<file path="src/rtl/mcer_pkg.sv">
package mcer_pkg;

  localparam int REG_IDX_W  = 3;
  localparam int CFG_DATA_W = 16;
  localparam int QDEPTH     = 2;

  typedef enum logic [REG_IDX_W-1:0] {
    REG_RASTER_OP        = 3'd0,
    REG_FG_COLOR         = 3'd1,
    REG_BG_COLOR         = 3'd2,
    REG_TRANSPARENT_MASK = 3'd3,
    REG_RECT_WIDTH       = 3'd4,
    REG_RECT_HEIGHT      = 3'd5,
    REG_FIRST_BIT_OFFSET = 3'd6,
    REG_SRC_STRIDE       = 3'd7
  } reg_idx_t;

  localparam logic [2:0] ROP_COPY = 3'd0;
  localparam logic [2:0] ROP_AND  = 3'd1;
  localparam logic [2:0] ROP_OR   = 3'd2;
  localparam logic [2:0] ROP_XOR  = 3'd3;

  localparam logic [2:0]  RASTER_OP_RST = ROP_COPY;
  localparam logic [7:0]  FG_COLOR_RST  = 8'hFF;
  localparam logic [7:0]  BG_COLOR_RST  = 8'h00;
  localparam logic [1:0]  TMASK_RST     = 2'd0;
  localparam logic [12:0] RECT_DIM_RST  = 13'd1;
  localparam logic [2:0]  FBO_RST       = 3'd0;
  localparam logic [15:0] STRIDE_RST    = 16'd8;

  typedef struct packed {
    logic [7:0]  src_byte;
    logic [63:0] old_pixels;
    logic [2:0]  start_bit;
    logic [2:0]  last_k;
    logic        row_done;
    logic        rect_done;
  } item_t;

  typedef struct packed {
    logic [2:0] raster_op;
    logic [7:0] fg_color;
    logic [7:0] bg_color;
    logic [1:0] transparent_mask;
  } pix_cfg_t;

endpackage

</file>
<file path="src/rtl/mcer_front.sv">
module mcer_front
  import mcer_pkg::*;
#(
  parameter int MAX_DIM = 4096
) (
  input  logic                  clk,
  input  logic                  rst_n,
  input  logic                  cfg_we,
  input  logic [REG_IDX_W-1:0]  cfg_idx,
  input  logic [CFG_DATA_W-1:0] cfg_data,
  input  logic                  push,
  input  logic [7:0]            in_src_byte,
  input  logic [63:0]           in_old_pixels,
  input  logic                  q_full,
  output logic                  q_push,
  output item_t                 q_item,
  output pix_cfg_t              pix_cfg
);

  localparam int DIM_W = $clog2(MAX_DIM + 1);
  localparam int CW    = (DIM_W > 13) ? DIM_W : 13;

  logic [2:0]  raster_op_r;
  logic [7:0]  fg_color_r;
  logic [7:0]  bg_color_r;
  logic [1:0]  tmask_r;
  logic [12:0] rect_width_r;
  logic [12:0] rect_height_r;
  logic [2:0]  fbo_r;
  logic [15:0] stride_r;

  logic [CW-1:0] column_r, column_nxt;
  logic [CW-1:0] row_r, row_nxt;
  logic [2:0]    bitpos_r, bitpos_nxt;
  logic [2:0]    rowstart_r, rowstart_nxt;

  logic [CW-1:0] width_ext, height_ext, width_c, height_c, left, avail_ext;
  logic [3:0]    avail, count;
  logic          row_done, rect_done, accept, geom_wr;
  logic [2:0]    fbo_new;

  always_comb begin
    width_ext  = CW'(rect_width_r);
    height_ext = CW'(rect_height_r);
    if (width_ext == '0) begin
      width_c = CW'(1);
    end else if (width_ext > CW'(MAX_DIM)) begin
      width_c = CW'(MAX_DIM);
    end else begin
      width_c = width_ext;
    end
    if (height_ext == '0) begin
      height_c = CW'(1);
    end else if (height_ext > CW'(MAX_DIM)) begin
      height_c = CW'(MAX_DIM);
    end else begin
      height_c = height_ext;
    end
    left      = width_c - column_r;
    avail     = 4'd8 - {1'b0, bitpos_r};
    avail_ext = CW'(avail);
    row_done  = (left <= avail_ext);
    count     = (left < avail_ext) ? left[3:0] : avail;
    rect_done = row_done && (({1'b0, row_r} + (CW+1)'(1)) >= {1'b0, height_c});
  end

  assign accept = push && !q_full;
  assign q_push = accept;

  always_comb begin
    q_item.src_byte   = in_src_byte;
    q_item.old_pixels = in_old_pixels;
    q_item.start_bit  = bitpos_r;
    q_item.last_k     = 3'(count - 4'd1);
    q_item.row_done   = row_done;
    q_item.rect_done  = rect_done;
  end

  assign pix_cfg.raster_op        = raster_op_r;
  assign pix_cfg.fg_color         = fg_color_r;
  assign pix_cfg.bg_color         = bg_color_r;
  assign pix_cfg.transparent_mask = tmask_r;

  assign geom_wr = cfg_we && ((cfg_idx == REG_RECT_WIDTH) || (cfg_idx == REG_RECT_HEIGHT) ||
                              (cfg_idx == REG_FIRST_BIT_OFFSET) ||
                              (cfg_idx == REG_SRC_STRIDE));
  assign fbo_new = (cfg_idx == REG_FIRST_BIT_OFFSET) ? cfg_data[2:0] : fbo_r;

  always_comb begin
    column_nxt   = column_r;
    row_nxt      = row_r;
    bitpos_nxt   = bitpos_r;
    rowstart_nxt = rowstart_r;
    if (geom_wr) begin
      column_nxt   = '0;
      row_nxt      = '0;
      rowstart_nxt = fbo_new;
      bitpos_nxt   = fbo_new;
    end else if (accept) begin
      if (row_done) begin
        column_nxt = '0;
        if (rect_done) begin
          row_nxt      = '0;
          rowstart_nxt = fbo_r;
          bitpos_nxt   = fbo_r;
        end else begin
          row_nxt      = row_r + CW'(1);
          rowstart_nxt = rowstart_r + stride_r[2:0];
          bitpos_nxt   = rowstart_r + stride_r[2:0];
        end
      end else begin
        column_nxt = column_r + CW'(count);
        bitpos_nxt = 3'd0;
      end
    end
  end

  always_ff @(posedge clk) begin
    if (!rst_n) begin
      raster_op_r   <= RASTER_OP_RST;
      fg_color_r    <= FG_COLOR_RST;
      bg_color_r    <= BG_COLOR_RST;
      tmask_r       <= TMASK_RST;
      rect_width_r  <= RECT_DIM_RST;
      rect_height_r <= RECT_DIM_RST;
      fbo_r         <= FBO_RST;
      stride_r      <= STRIDE_RST;
      column_r      <= '0;
      row_r         <= '0;
      bitpos_r      <= FBO_RST;
      rowstart_r    <= FBO_RST;
    end else begin
      column_r   <= column_nxt;
      row_r      <= row_nxt;
      bitpos_r   <= bitpos_nxt;
      rowstart_r <= rowstart_nxt;
      if (cfg_we) begin
        case (cfg_idx)
          REG_RASTER_OP:        raster_op_r   <= cfg_data[2:0];
          REG_FG_COLOR:         fg_color_r    <= cfg_data[7:0];
          REG_BG_COLOR:         bg_color_r    <= cfg_data[7:0];
          REG_TRANSPARENT_MASK: tmask_r       <= cfg_data[1:0];
          REG_RECT_WIDTH:       rect_width_r  <= cfg_data[12:0];
          REG_RECT_HEIGHT:      rect_height_r <= cfg_data[12:0];
          REG_FIRST_BIT_OFFSET: fbo_r         <= cfg_data[2:0];
          REG_SRC_STRIDE:       stride_r      <= cfg_data[15:0];
          default: ;
        endcase
      end
    end
  end

endmodule

</file>
<file path="src/rtl/mcer_queue.sv">
module mcer_queue
  import mcer_pkg::*;
(
  input  logic  clk,
  input  logic  rst_n,
  input  logic  wr_en,
  input  item_t wr_item,
  output logic  full,
  input  logic  rd_en,
  output item_t rd_item,
  output logic  valid
);

  localparam int PW = (QDEPTH > 1) ? $clog2(QDEPTH) : 1;
  localparam int NW = $clog2(QDEPTH + 1);

  item_t         slots_r [QDEPTH];
  logic [PW-1:0] wr_ptr_r, wr_ptr_nxt, rd_ptr_r, rd_ptr_nxt;
  logic [NW-1:0] cnt_r, cnt_nxt;
  logic          do_wr, do_rd;

  assign full    = (cnt_r == NW'(QDEPTH));
  assign valid   = (cnt_r != '0);
  assign rd_item = slots_r[rd_ptr_r];
  assign do_wr   = wr_en && !full;
  assign do_rd   = rd_en && valid;

  always_comb begin
    wr_ptr_nxt = wr_ptr_r;
    rd_ptr_nxt = rd_ptr_r;
    if (do_wr) begin
      wr_ptr_nxt = (wr_ptr_r == PW'(QDEPTH - 1)) ? '0 : wr_ptr_r + PW'(1);
    end
    if (do_rd) begin
      rd_ptr_nxt = (rd_ptr_r == PW'(QDEPTH - 1)) ? '0 : rd_ptr_r + PW'(1);
    end
    cnt_nxt = cnt_r + NW'(do_wr) - NW'(do_rd);
  end

  always_ff @(posedge clk) begin
    if (!rst_n) begin
      wr_ptr_r <= '0;
      rd_ptr_r <= '0;
      cnt_r    <= '0;
    end else begin
      wr_ptr_r <= wr_ptr_nxt;
      rd_ptr_r <= rd_ptr_nxt;
      cnt_r    <= cnt_nxt;
    end
  end

  always_ff @(posedge clk) begin
    if (do_wr) begin
      slots_r[wr_ptr_r] <= wr_item;
    end
  end

endmodule

</file>
<file path="src/rtl/mcer_back.sv">
module mcer_back
  import mcer_pkg::*;
(
  input  logic     clk,
  input  logic     rst_n,
  input  logic     q_valid,
  input  item_t    q_item,
  input  pix_cfg_t pix_cfg,
  output logic     q_pop,
  input  logic     pop,
  output logic     empty,
  output logic [7:0] out_new_pixel,
  output logic     out_write_enable,
  output logic     out_row_end,
  output logic     out_rect_end,
  output logic     out_last_of_byte
);

  logic [2:0] k_r, k_nxt;
  logic       out_valid_r, out_valid_nxt;
  logic [7:0] pixel_r;
  logic       we_r, row_end_r, rect_end_r, last_r;

  logic [2:0] bit_idx;
  logic       set, transparent, we, last, load;
  logic [7:0] old, colour, result;

  always_comb begin
    bit_idx     = q_item.start_bit + k_r;
    set         = q_item.src_byte[3'd7 - bit_idx];
    old         = q_item.old_pixels[{k_r, 3'b000} +: 8];
    colour      = set ? pix_cfg.fg_color : pix_cfg.bg_color;
    transparent = set ? pix_cfg.transparent_mask[0] : pix_cfg.transparent_mask[1];
    last        = (k_r == q_item.last_k);
    result      = old;
    we          = 1'b0;
    if (!transparent) begin
      we = 1'b1;
      case (pix_cfg.raster_op)
        ROP_COPY: result = colour;
        ROP_AND:  result = old & colour;
        ROP_OR:   result = old | colour;
        ROP_XOR:  result = old ^ colour;
        default:  we = 1'b0;
      endcase
    end
  end

  assign load          = q_valid && (!out_valid_r || pop);
  assign q_pop         = load && last;
  assign k_nxt         = load ? (last ? 3'd0 : k_r + 3'd1) : k_r;
  assign out_valid_nxt = load || (out_valid_r && !pop);

  always_ff @(posedge clk) begin
    if (!rst_n) begin
      k_r         <= 3'd0;
      out_valid_r <= 1'b0;
    end else begin
      k_r         <= k_nxt;
      out_valid_r <= out_valid_nxt;
    end
  end

  always_ff @(posedge clk) begin
    if (load) begin
      pixel_r    <= result;
      we_r       <= we;
      row_end_r  <= last && q_item.row_done;
      rect_end_r <= last && q_item.rect_done;
      last_r     <= last;
    end
  end

  assign empty            = !out_valid_r;
  assign out_new_pixel    = pixel_r;
  assign out_write_enable = we_r;
  assign out_row_end      = row_end_r;
  assign out_rect_end     = rect_end_r;
  assign out_last_of_byte = last_r;

endmodule

</file>
<file path="src/rtl/mono_color_expand_rop_core.sv">
// Channel   Handshake              Payload
// input     push / full            in_src_byte, in_old_pixels
// result    empty / pop            out_new_pixel, out_write_enable, out_row_end,
//                                  out_rect_end, out_last_of_byte
// config    cfg_we                 cfg_idx, cfg_data
//
// A source byte gives 1 to 8 pixels, one per cycle from the pixel unit in the back end while
// the output register is popped; the byte's queue entry is freed when its last pixel is loaded.
// A two-entry request queue lets the front accept while the back end still works.
// An accepted request is written into the queue; its first result then goes to the output register.
// Synchronous active-low reset clears the queue, the output stage and the counters and restores the config registers.
// The output register holds while pop is low; the queue then fills and raises full.
module mono_color_expand_rop_core
  import mcer_pkg::*;
#(
  parameter int MAX_DIM = 4096
) (
  input  logic                  clk,
  input  logic                  rst_n,
  input  logic                  cfg_we,
  input  logic [REG_IDX_W-1:0]  cfg_idx,
  input  logic [CFG_DATA_W-1:0] cfg_data,
  input  logic                  push,
  output logic                  full,
  input  logic [7:0]            in_src_byte,
  input  logic [63:0]           in_old_pixels,
  output logic                  empty,
  input  logic                  pop,
  output logic [7:0]            out_new_pixel,
  output logic                  out_write_enable,
  output logic                  out_row_end,
  output logic                  out_rect_end,
  output logic                  out_last_of_byte
);

  logic     q_push, q_pop, q_valid;
  item_t    wr_item, rd_item;
  pix_cfg_t pix_cfg;

  mcer_front #(
    .MAX_DIM(MAX_DIM)
  ) u_front (
    .clk           (clk),
    .rst_n         (rst_n),
    .cfg_we        (cfg_we),
    .cfg_idx       (cfg_idx),
    .cfg_data      (cfg_data),
    .push          (push),
    .in_src_byte   (in_src_byte),
    .in_old_pixels (in_old_pixels),
    .q_full        (full),
    .q_push        (q_push),
    .q_item        (wr_item),
    .pix_cfg       (pix_cfg)
  );

  mcer_queue u_queue (
    .clk     (clk),
    .rst_n   (rst_n),
    .wr_en   (q_push),
    .wr_item (wr_item),
    .full    (full),
    .rd_en   (q_pop),
    .rd_item (rd_item),
    .valid   (q_valid)
  );

  mcer_back u_back (
    .clk              (clk),
    .rst_n            (rst_n),
    .q_valid          (q_valid),
    .q_item           (rd_item),
    .pix_cfg          (pix_cfg),
    .q_pop            (q_pop),
    .pop              (pop),
    .empty            (empty),
    .out_new_pixel    (out_new_pixel),
    .out_write_enable (out_write_enable),
    .out_row_end      (out_row_end),
    .out_rect_end     (out_rect_end),
    .out_last_of_byte (out_last_of_byte)
  );

endmodule

</file>
<file path="config.mk">
export PLATFORM = sky130hd
export DESIGN_NAME = mono_color_expand_rop_core
export DESIGN_NICKNAME = d
export VERILOG_FILES = /design/src/rtl/mcer_pkg.sv /design/src/rtl/mcer_front.sv /design/src/rtl/mcer_queue.sv /design/src/rtl/mcer_back.sv /design/src/rtl/mono_color_expand_rop_core.sv
export SDC_FILE = /design/constraint.sdc
export NUM_CORES = 1
export LEC_CHECK = 0
export BUFFER_PORTS_ARGS = -buffer_cell sky130_fd_sc_hd__clkbuf_2
export CORE_ASPECT_RATIO = 0.5
export CORE_MARGIN = 2
export CORE_UTILIZATION = 47
export CTS_CLUSTER_SIZE = 24
export DETAILED_ROUTE_END_ITERATION = 7
export GPL_ROUTABILITY_DRIVEN = 0
export PLACE_DENSITY = 0.76
export SETUP_SLACK_MARGIN = 0.4
export SYNTH_ARGS = -nofsm -noshare
export SYNTH_HDL_FRONTEND = slang
export SYNTH_HIERARCHICAL = 1
export SYNTH_SLANG_ARGS = --single-unit
</file>
<file path="constraint.sdc">
create_clock -name clk -period 6.5 [get_ports clk]
set_input_delay 0.325 -clock clk [delete_from_list [all_inputs] [get_ports clk]]
set_output_delay 0.325 -clock clk [all_outputs]
set_load 0.02 [all_outputs]
</file>
* Yosys cells after proc, flatten, opt, wreduce, memory -nomap -nowiden
Memories as Yosys holds them, arrays and structs flattened. A register that Yosys moved wholly into a read port is not among the register bits. Index checks and enable logic that the tools add are counted.
Operators by class: bitwise logic cells 4, multiplexer cells 29, $lt $le $gt $ge 6, add/sub/neg operators 14, shifts and indexed selects 1, eq/ne operators 12, reduce and logical (&&, ||, !) cells 36
Operator list (count):
- 13-bit 2-to-1 mux | 6
- 64-bit by 7-bit indexed part select with 8-bit output | 1
- 8-bit one-hot mux with 4 select lines | 1
- 3-bit 2-to-1 mux | 9
- 13-bit greater-than comparator, second input constant | 2
- 13-bit zero test | 2
- 2-bit AND reduction | 9
- 8-bit 2-to-1 mux | 2
- 13-bit by 1-bit adder with 14-bit output, second input constant | 1
- 14-bit by 13-bit >= comparator with 1-bit output | 1
- 13-bit by 1-bit adder with 13-bit output, second input constant | 1
- 13-bit by 4-bit adder with 13-bit output | 1
- 13-bit by 4-bit less-or-equal comparator with 1-bit output | 1
- 13-bit by 4-bit < comparator with 1-bit output | 1
- 13-bit subtractor | 1
- 3-bit by 2-bit equality test with 1-bit output, second input constant | 4
- 3-bit equality test, second input constant | 4
- 1-bit logical AND | 10
- 1-bit 2-to-1 mux | 9
- 8-bit AND | 1
- 8-bit bitwise OR | 1
- 8-bit bitwise XOR | 1
- 3-bit adder | 2
- 3-bit by 1-bit equality test with 1-bit output, second input constant | 2
- other kinds (19) | 29
Word-level totals: memories kept 1, output and inout port bits 14, input port bits 96, memory bits (writable) 160, bits in registers 105
Memories:
- u_queue.slots_r | depth 2, width 80, read ports 1, clocked after memory_dff 1, wr ports 1, line mcer_queue.sv:17 | item_t slots_r [QDEPTH];

* Longest topological paths before layout
Gate-level depths: netlist (run 1).
word-level depth 10, depth in mapped cells 22, depth with buffers taken out 22

* Modules after synthesis
Netlist (run 1), hierarchy kept.
By module, submodules not included:
- mcer_queue | area each 6413.7 um^2, cells an instance 276, seq. area each 4904.7 um^2, instances 1
- mcer_front | area each 5750.5 um^2, cells an instance 730, seq. area each 1701.6 um^2, instances 1
- mcer_back | area each 2001.9 um^2, cells an instance 187, seq. area each 440.4 um^2, instances 1

* Worst setup path before layout (run 1)
OpenSTA, ideal clock, no wires.
kind register to register, start register u_front.rect_width_r[12], end register u_front.column_r[6], required time 6373 ps, arrival 4822 ps, path slack 1552 ps, stages on the path, launching flop included 22, buffers on the path 1, library setup time 127 ps, path through dfxtp_1 clkbuf_1 or2_2 ha_1 inv_1 fa_1 a21o_1 a221oi_2 o21ai_0 xor2_1 or4b_4 nor4_2 mux2i_1 ha_1 inv_1 fa_1 inv_1 a21o_1 a21oi_1 nor4_1 xnor2_1 nor2_1
On the way: word-level cells in the longest chain between the ends 8, elaborated cells on any way between the ends 10, classes of those cells add/sub: 2; order compare: 3; mux: 4; reduce/logical: 1
Ends and longest elaborated chain:
- from (decl) | line mcer_front.sv:27 | logic [12:0] rect_width_r;
- from (signal assigned) | line mcer_front.sv:143 | REG_RECT_WIDTH: rect_width_r <= cfg_data[12:0];
- 13-bit greater-than comparator | line mcer_front.sv:47 | end else if (width_ext > CW'(MAX_DIM)) begin
- 13-bit 2-to-1 mux | line mcer_front.sv:47
- 13-bit 2-to-1 mux * | line mcer_front.sv:45 | if (width_ext == '0) begin
- 13-bit subtractor * | line mcer_front.sv:59 | left = width_c - column_r;
- 13-bit by 4-bit < comparator with 1-bit output | line mcer_front.sv:63 | count = (left < avail_ext) ? left[3:0] : avail;
- 4-bit 2-to-1 mux | line mcer_front.sv:63
- 13-bit by 4-bit adder with 13-bit output | line mcer_front.sv:112 | column_nxt = column_r + CW'(count);
- 13-bit 2-to-1 mux * | line mcer_front.sv:100 | if (row_done) begin
- to (signal assigned) | line mcer_front.sv:133 | column_r <= column_nxt;
- to (decl) | line mcer_front.sv:32 | logic [CW-1:0] column_r, column_nxt;
Mark *: on every way between the ends. The rest lies on a longest branch, timed or not. A chain may end at the register's enable or synchronous reset.

* Final worst setup path (run 1)
start register u_front.rect_width_r[12], end register u_front.column_r[12]
The elaborated chain is that of the path after synthesis.

==> results list, run 1 <==
* Worst ir drop on vdd: 0.000234 V
* Leakage power: 0.00615 uW
- During placement, the flow inserted port buffers numbering approximately 110.
- Measured slew at the worst slew-check pin: between 1 and 1.5 ns
- Counting flops with a built-in enable in the synthesized netlist gives approximately 170.
* Proportion of layout cells with a drive suffix above 1: between 20% and 30%
* FP Rows: 44
- After legalization and detailed placement, the total HPWL measured just under 20 mm.
- Routed len/inst: 17.3 um
* Sum of negative setup slack: 0 ns
* Crit path max-delay cell type: sky130_fd_sc_hd__dfxtp_1
- Worst hold path depth: 1
* Buffers from clock root to sink, at most: 3
- Via Count: 9007
- Unique masters post-synth: 66
- In the final design database the tool counted between 1k and 1.5k nets.
- Clock tree synthesis inserted a total of 26 buffers.
- Peak fanout along the critical path: 14
- Number of global-route vias before repair: 9259
* Cell chain of the critical path: or2_2 -> ha_1 -> inv_1 -> fa_1 -> a21o_1 -> a221oi_2 -> o21ai_0 -> xor2_1 -> or4b_4 -> nor4_2 -> mux2i_1 -> ha_1 -> inv_1 -> fa_1 -> inv_1 -> a21o_1 -> a21oi_1 -> nand4b_1 -> xor2_1 -> nor2_1
* Capturing point of the worst reg2reg path: u_front/column_r[12]
- After layout, the worst path uses about 85% of the clock period.
- The min-delay analysis places its worst path in the category input pin to register.
- The tightest hold path in the finished design has a slack of between 0.03 and 0.04 ns.
* Worst hold path startpoint: in_old_pixels[11]
* Startpoint types: register
* Insertion delay to the later sink of the worst-skew pair: around 0.54 ns
- RSZ-0062 raised after global routing: false
- Skew final: about 0.023 ns
- The initial antenna violation count came to 0.
* Root buf cell: sky130_fd_sc_hd__clkbuf_16
* First-pass detailed-route iteration total: 5
- Summed over all layers, the routed wires come to just under 30 mm.
* TritonCTS clock tree: yes
* Area overhead of the layout relative to synthesis: 12.0%
* Sequential share of the synthesized area: between 40 and 50%
* Count of antenna diodes in the layout: 0
* Arrival time at the worst endpoint: just under 6 ns
- Synth Register Bits: 266
* Critical path start-end classification: register to register
* PwrDens: between 300 and 400 mW/mm2
* Clock Sink Count: ~270
* Number of remaining DRC errors: 0
* Warnings, synthesis: 6
- The initial utilization of the core area, before any placement, comes to between 40% and 50%.
- Max_cap viols: 0
* Highest clock rate: about 180 MHz
- For this block, the initial DRC count from the detailed router was 622.
* Crit end category: register
- Final slew viol count: 0
- At the worst endpoint, the required time is 6.91 ns.
- Avg Vias per Cell: 5.33
* Setup slack of the most critical reg-to-reg path: between 0.9 and 1 ns
- The count of final hold-check violations was 0.
- Ys async rst share: 0%
* DRT antenna net count: 0
- After layout, the minimum clock period comes to approximately 5.5 ns.
- Worst path buffer plus inverter count: 3
- Status: completed
- The floorplan step set the die width to 250 um.
* Gate family responsible for the most delay along the worst path: simple AND/OR/NAND/NOR gates
- Among all flip-flop cells after synthesis, the most frequent one is sky130_fd_sc_hd__edfxtp_1.
- Core region area: 0.0293 mm2
- Area enclosed by the die boundary: roughly 0.032 mm2
- In this run the vertical extent of the chip is 127 um.
- In this design, the stage delay of the slowest critical-path cell is 0.60 ns.
* Depth of the worst register-to-register path: 20
- For this run the aggregate overflow at the end of global routing stands at 0.
- The worst hold path terminates at u_queue/slots_r[0][19].
* Relative slew slack: 17.0%
* Finish-stage setup viols: 0
- Global routing consumed, over all layers together, between 10% and 20% of the routing resources.
* Global-route wire length before repair: approximately 47 mm
- Pin count of the biggest net entering global routing: 81
* H-tree levels: 1
- Clock-pin slew on the worst setup and hold paths: 0.06 ns
* I/O pin count: 110
- Once the clock tree was built, the resizer swapped 0 gates to a different size.
- Number of nets produced by synthesis: approximately 1.4k
- After synthesis the cells add up to between 0.01 and 0.015 mm2.
- Most frequent CP cell: sky130_fd_sc_hd__inv_1
* Instance count of the mapped netlist: ~1.2k
* Worst flop-to-flop path startpoint: u_front/rect_width_r[12]
- Each instance of the synthesized netlist takes up on average around 12 um2.
-- final cells by class --
| type | instances | area (um2) |
|---|---|---|
| timing repair buffer | 184 | 1290 |
| tap | 391 | 489 |
| multi-input combinational | 754 | 6040 |
| fill | 2380 | 13500 |
| clock inverter | 13 | 86.3 |
| sequential | 266 | 7050 |
| inverter | 50 | 188 |
| clock buffer | 32 | 714 |
-- cells in the final DEF (no fill, tap or decap), types with 7 or more instances in the layout --
cell	Yosys	layout
sky130_fd_sc_hd__a21boi_0	36	36
sky130_fd_sc_hd__clkbuf_16	0	27
sky130_fd_sc_hd__mux2_2	10	10
sky130_fd_sc_hd__nand3_1	43	43
sky130_fd_sc_hd__inv_2	9	9
sky130_fd_sc_hd__dlygate4sd3_1	0	71
sky130_fd_sc_hd__clkbuf_2	0	106
sky130_fd_sc_hd__dfxtp_1	94	93
sky130_fd_sc_hd__o21ai_0	17	17
sky130_fd_sc_hd__xor2_1	16	16
sky130_fd_sc_hd__nor2b_1	28	28
sky130_fd_sc_hd__o211ai_1	8	8
sky130_fd_sc_hd__edfxtp_1	172	172
sky130_fd_sc_hd__mux2i_1	32	32
sky130_fd_sc_hd__buf_4	75	7
sky130_fd_sc_hd__a21oi_1	32	32
sky130_fd_sc_hd__nor3_1	17	17
sky130_fd_sc_hd__nor4_1	7	7
sky130_fd_sc_hd__a21o_1	9	9
sky130_fd_sc_hd__inv_1	41	41
sky130_fd_sc_hd__ha_1	58	58
sky130_fd_sc_hd__nor2_1	49	48
sky130_fd_sc_hd__mux4_2	18	18
sky130_fd_sc_hd__nand2_1	149	149
sky130_fd_sc_hd__nand2b_1	17	17
sky130_fd_sc_hd__o21a_1	7	7
sky130_fd_sc_hd__xnor2_1	23	23
sky130_fd_sc_hd__mux2_4	80	80
sky130_fd_sc_hd__and2_1	8	8
-- sequential cells by signal (all words and copies together), names as in the netlist, 8 cells and up, named ones only --
signal / flops
u_front/fg_color_r: 8
u_front/column_r: 13
u_front/row_r: 13
u_back/out_new_pixel: 8
u_front/height_ext: 13
u_front/rect_width_r: 13
u_front/bg_color_r: 8
u_queue/slots_r: 160
-- timing repair --
| item | in CTS | in global routing |
|---|---|---|
| hold buffers | 71 | 0 |
| setup buffers | 0 | 0 |
| hold endpoints to repair | 142 | 0 |
-- layer usage --
metal | track usage (%) | part of all wire [%] | up-vias
li1 | - | - | 4367
met1 | 22.7 | 44 | 4390
met2 | 33.5 | 51 | 194
met3 | 2.54 | 3.2 | 56
met4 | 5.46 | 2.3 | 0
met5 | 0 | 0 | -
-- cell usage after synthesis (17+ instances only) --
cell type / count / area share, %
sky130_fd_sc_hd__a21boi_0: 36 / 1.9
sky130_fd_sc_hd__a21oi_1: 32 / 1.1
sky130_fd_sc_hd__buf_4: 75 / 4.0
sky130_fd_sc_hd__clkbuf_1: 31 / 0.82
sky130_fd_sc_hd__dfxtp_1: 94 / 13
sky130_fd_sc_hd__edfxtp_1: 172 / 36
sky130_fd_sc_hd__ha_1: 58 / 5.1
sky130_fd_sc_hd__inv_1: 41 / 1.1
sky130_fd_sc_hd__mux2_4: 80 / 8.5
sky130_fd_sc_hd__mux2i_1: 32 / 2.3
sky130_fd_sc_hd__mux4_2: 18 / 2.9
sky130_fd_sc_hd__nand2_1: 149 / 3.9
sky130_fd_sc_hd__nand2b_1: 17 / 0.75
sky130_fd_sc_hd__nand3_1: 43 / 1.5
sky130_fd_sc_hd__nor2_1: 49 / 1.3
sky130_fd_sc_hd__nor2b_1: 28 / 1.2
sky130_fd_sc_hd__nor3_1: 17 / 0.60
sky130_fd_sc_hd__o21ai_0: 17 / 0.60
sky130_fd_sc_hd__xnor2_1: 23 / 1.4
-- how the worst max path moves through the flow --
stage | slack [ns] | from | depth (start not counted) | to
floorplan | 1.55 | u_front/rect_width_r[12] | 21 | u_front/column_r[6]
global placement | 1.12 | u_front/rect_width_r[12] | 20 | u_front/column_r[6]
detailed placement | 1.03 | u_front/rect_width_r[12] | 20 | u_front/column_r[12]
CTS | 1.02 | u_front/rect_width_r[12] | 20 | u_front/column_r[6]
global route | 0.61 | u_front/rect_width_r[4] | 22 | u_front/column_r[6]
finish | 0.96 | u_front/rect_width_r[12] | 20 | u_front/column_r[12]
-- metrics by stage --
| stage | setup WS, ns | util, % | instances | instance area [um2] | power, uW |
|---|---|---|---|---|---|
| floorplan | 1.55 | - | 1193 | 14200 | 3170 |
| global placement | 1.12 | 48.9 | 1574 | 14400 | 3370 |
| detailed placement | 1.03 | 48.9 | 1574 | 14400 | 3420 |
| CTS | 1.02 | 54.1 | 1690 | 15900 | 4900 |
| global route | 0.611 | 54.1 | 1690 | 15900 | 5130 |
| finish | 0.964 | 54.1 | 1690 | 15900 | 4880 |
-- power by group --
group          total, uW  internal (uW)  switching (uW)
sequential          2110           2040            71.3
combinational       1320            605             716
clock               1440            815             630
total               4880           3460            1420
-- cell families (layout without fill, tap and decap cells) --
kind of cell,Yosys count,count (layout),synth area share (%)
AND/OR/NAND/NOR,358,358,12.2
flip-flops,266,266,49.7
buffers and inverters,173,279,7.68
AO/OA/AOI/OAI,149,149,7.23
multiplexers,145,145,14.9
adder cells (fa/ha/maj),62,62,5.69
XOR/XNOR,40,40,2.57
No activity file was read; power rests on OpenSTA's default activity.
==> run 2: changes to the inputs <==
Clock period 6.5 ns to 5.77 ns, I/O delays scaled along.
==> results list, run 2 (synthesis results as in run 1) <==
- The run finished with clean final reports.
- Global-route usage over all layers: a little under a fifth
- On the critical path, the stage with the largest delay is an instance of sky130_fd_sc_hd__or4b_1.
* TritonCTS buffer count: 25
- In this run the count of I/O pins placed on the die edge is 110.
- Clock-pin slew on the worst setup and hold paths: roughly 0.07 ns
- The final number of max-transition violations came to 0.
- Setup violations remaining at the end of the flow were counted as 0.
- For this run, the top clock speed supported by timing is about 200 MHz.
- Sum of negative setup slack: 0 ns
- The routed layout has a little over 9k vias.
- Peak fanout along the critical path: 7
- The critical path contains buffers and inverters numbering 4 combined.
* Amount of wire on met3 after detailed routing: 1.08 mm
- Setup Fix Bufs, Post-CTS: 0
* Cell chain of the critical path: nor4_2 -> a31oi_1 -> or2_2 -> ha_1 -> inv_1 -> fa_2 -> a21o_1 -> a221oi_4 -> or4b_1 -> nand3_1 -> or4b_4 -> nor4_4 -> buf_4 -> mux2i_4 -> ha_1 -> inv_1 -> fa_1 -> inv_1 -> a21o_1 -> a21oi_2 -> nor3_1 -> xnor2_1 -> nor2_1
* TritonCTS clock tree: yes
- In this run the horizontal extent of the chip is around 250 um.
- H-tree levels: 1
* Number of global-route vias before repair: roughly 9.4k
- Hold is met by ~0.023 ns.
- The worst setup path is captured at a register.
- Arrival time at the worst endpoint: around 5.5 ns
- Counting along the longest clock path gives a buffer depth of 3.
* Detailed-routing wirelength on met1: roughly 13 mm
* Measured slew at the worst slew-check pin: roughly 1.1 ns
* Filler instances: roughly 2.4k
* Initial Util: between 40 and 50%
* Most used cells in the layout excluding fill and tap cells: sky130_fd_sc_hd__edfxtp_1 (172), sky130_fd_sc_hd__nand2_1 (149), sky130_fd_sc_hd__clkbuf_2 (106), sky130_fd_sc_hd__dfxtp_1 (93), sky130_fd_sc_hd__mux2_4 (80)
- For this run the aggregate overflow at the end of global routing stands at 0.
* Pin count of the biggest net entering global routing: 72
- Avg Vias per Cell: around 5.4
* Initial antenna violation count: 0
* Wire length on met2: roughly 16 mm
* Total routed wirelength: slightly above 30 mm
- Count of antenna diodes in the layout: 0
- The floorplan has 44 rows.
* Proportion of layout cells with a drive suffix above 1: between 20% and 30%
- Skew final: 0.00764 ns
- On the worst path, the slowest cell contributes a delay of between 0.5 and 0.6 ns.
- Final worst-path cycle share: 88.8%
- More flip-flops sit in one register than any other, and that register is u_queue/slots_r.
- Data on the critical path is required at its endpoint by around 6.2 ns.
- After the last flow step, the layout net total stands at approximately 1.4k.
* DR iter-0 viols: a little over 700
* Insertion delay to the later sink of the worst-skew pair: roughly 0.54 ns
* Area overhead of the layout relative to synthesis: 13.2%
* Leakage power: between 0.006 and 0.007 uW
- The worst path needs just over 5 ns of the cycle, external delays included.
- The tool flagged a number of max-cap violations equal to 0.
* Root buf cell: sky130_fd_sc_hd__clkbuf_16
- The wire-length estimate of the detail-placed layout is between 20 and 25 mm.
* Number of remaining DRC errors: 0
- Relative slew slack: 28.6%
- Gate family responsible for the most delay along the worst path: simple AND/OR/NAND/NOR gates
- Path class of the lowest-slack min-delay path: input pin to register
- Highest metal layer with signal wires: met4
- The first detailed-routing pass took 4 iterations.
- The register with the most flip-flops in the layout has between 150 and 200 of them.
* Clock Sink Count: 266
* Startpoint types: register
- Global-route wire length before repair: 48.5 mm
- Total count of hold-check failures in the final report: 0
* DRT antenna net count: 0
- PwrDens: ~350 mW/mm2
* RSZ-0062 raised after global routing: false
- The library cell used most frequently in the layout, excluding fill and tap cells, is sky130_fd_sc_hd__edfxtp_1.
* # port buffers: between 100 and 150
* Worst ir drop on vdd: between 0.0002 and 0.00025 V
- The die covers about 0.032 mm2.
- After detailed routing, the average wire length per cell comes to 18.0 um.
- Critical path start-end classification: register to register
- Most frequent CP cell: sky130_fd_sc_hd__inv_1
* Die H: approximately 130 um
- The region available for standard cell placement spans 0.0293 mm2.
run 2: cell count changes in the layout (fill, tap and decap cells not counted), sizes merged:
cell and change:
buf +5, bufinv +4, clkbuf -4, dlygate4sd3 +1, clkinvlp +3, clkinv -2
run 2: final cells by class:
class	count	area, um2	share of cell area [%]
Timing Repair Buffer	190	1340	8.37
Clock buffer	28	637	3.97
Inverter	50	188	1.17
Sequential cell	266	7050	44.0
Tap cell	391	489	3.05
Clock inverter	18	224	1.40
Multi-Input combinational cell	754	6100	38.1
run 2: path summary, 6_finish.rpt:
| path | from | endpoint | slack (ns) | cells past startpoint |
|---|---|---|---|---|
| max | u_front/rect_width_r[11] | u_front/column_r[10] | 0.64 | 23 |
| min | cfg_data[12] | u_front/rect_width_r[12] | 0.02 | 3 |
| max reg2reg | u_front/rect_width_r[11] | u_front/column_r[10] | 0.64 | 23 |
| min reg2reg | u_front/height_ext[0] | u_front/height_ext[0] | 0.48 | 2 |
run 2: stage by stage:
| stage | std cells | worst slack (ns) | cell area (um2) | total power (uW) | util [%] |
|---|---|---|---|---|---|
| after floorplan | 1193 | 0.822 | 14200 | 3570 | - |
| after global placement | 1579 | 0.641 | 14400 | 3800 | 49.0 |
| after detailed placement | 1579 | 0.538 | 14400 | 3870 | 49.0 |
| after CTS | 1697 | 0.493 | 16000 | 5670 | 54.4 |
| after global routing | 1697 | 0.407 | 16000 | 5950 | 54.6 |
| final | 1697 | 0.645 | 16000 | 5670 | 54.6 |
run 2: power breakdown:
group	leakage, uW	internal, uW	switching, uW	total [uW]
sequential	0.00237	2300	78.8	2370
combinational	0.00342	699	839	1540
clock	0.000411	1020	733	1760
run 2: timing repair:
action                     CTS  global route
hold buffers                72             0
setup endpoints to repair    0             5
hold endpoints to repair   144             0
gates resized for setup      0             9
run 2: worst min-delay path: cells and delay by family:
kind | cells | cell delay [ns]
compound gates | 1 | 0.07
buf+inv | 1 | 0.10
simple gates | 1 | 0.05
run 2: per-layer routing:
| layer | track usage [%] | vias to the layer above |
|---|---|---|
| met5 | 0 | - |
| met4 | 6.77 | 0 |
| met3 | 3.02 | 63 |
| met2 | 34.4 | 207 |
| met1 | 23.4 | 4513 |
| li1 | - | 4386 |
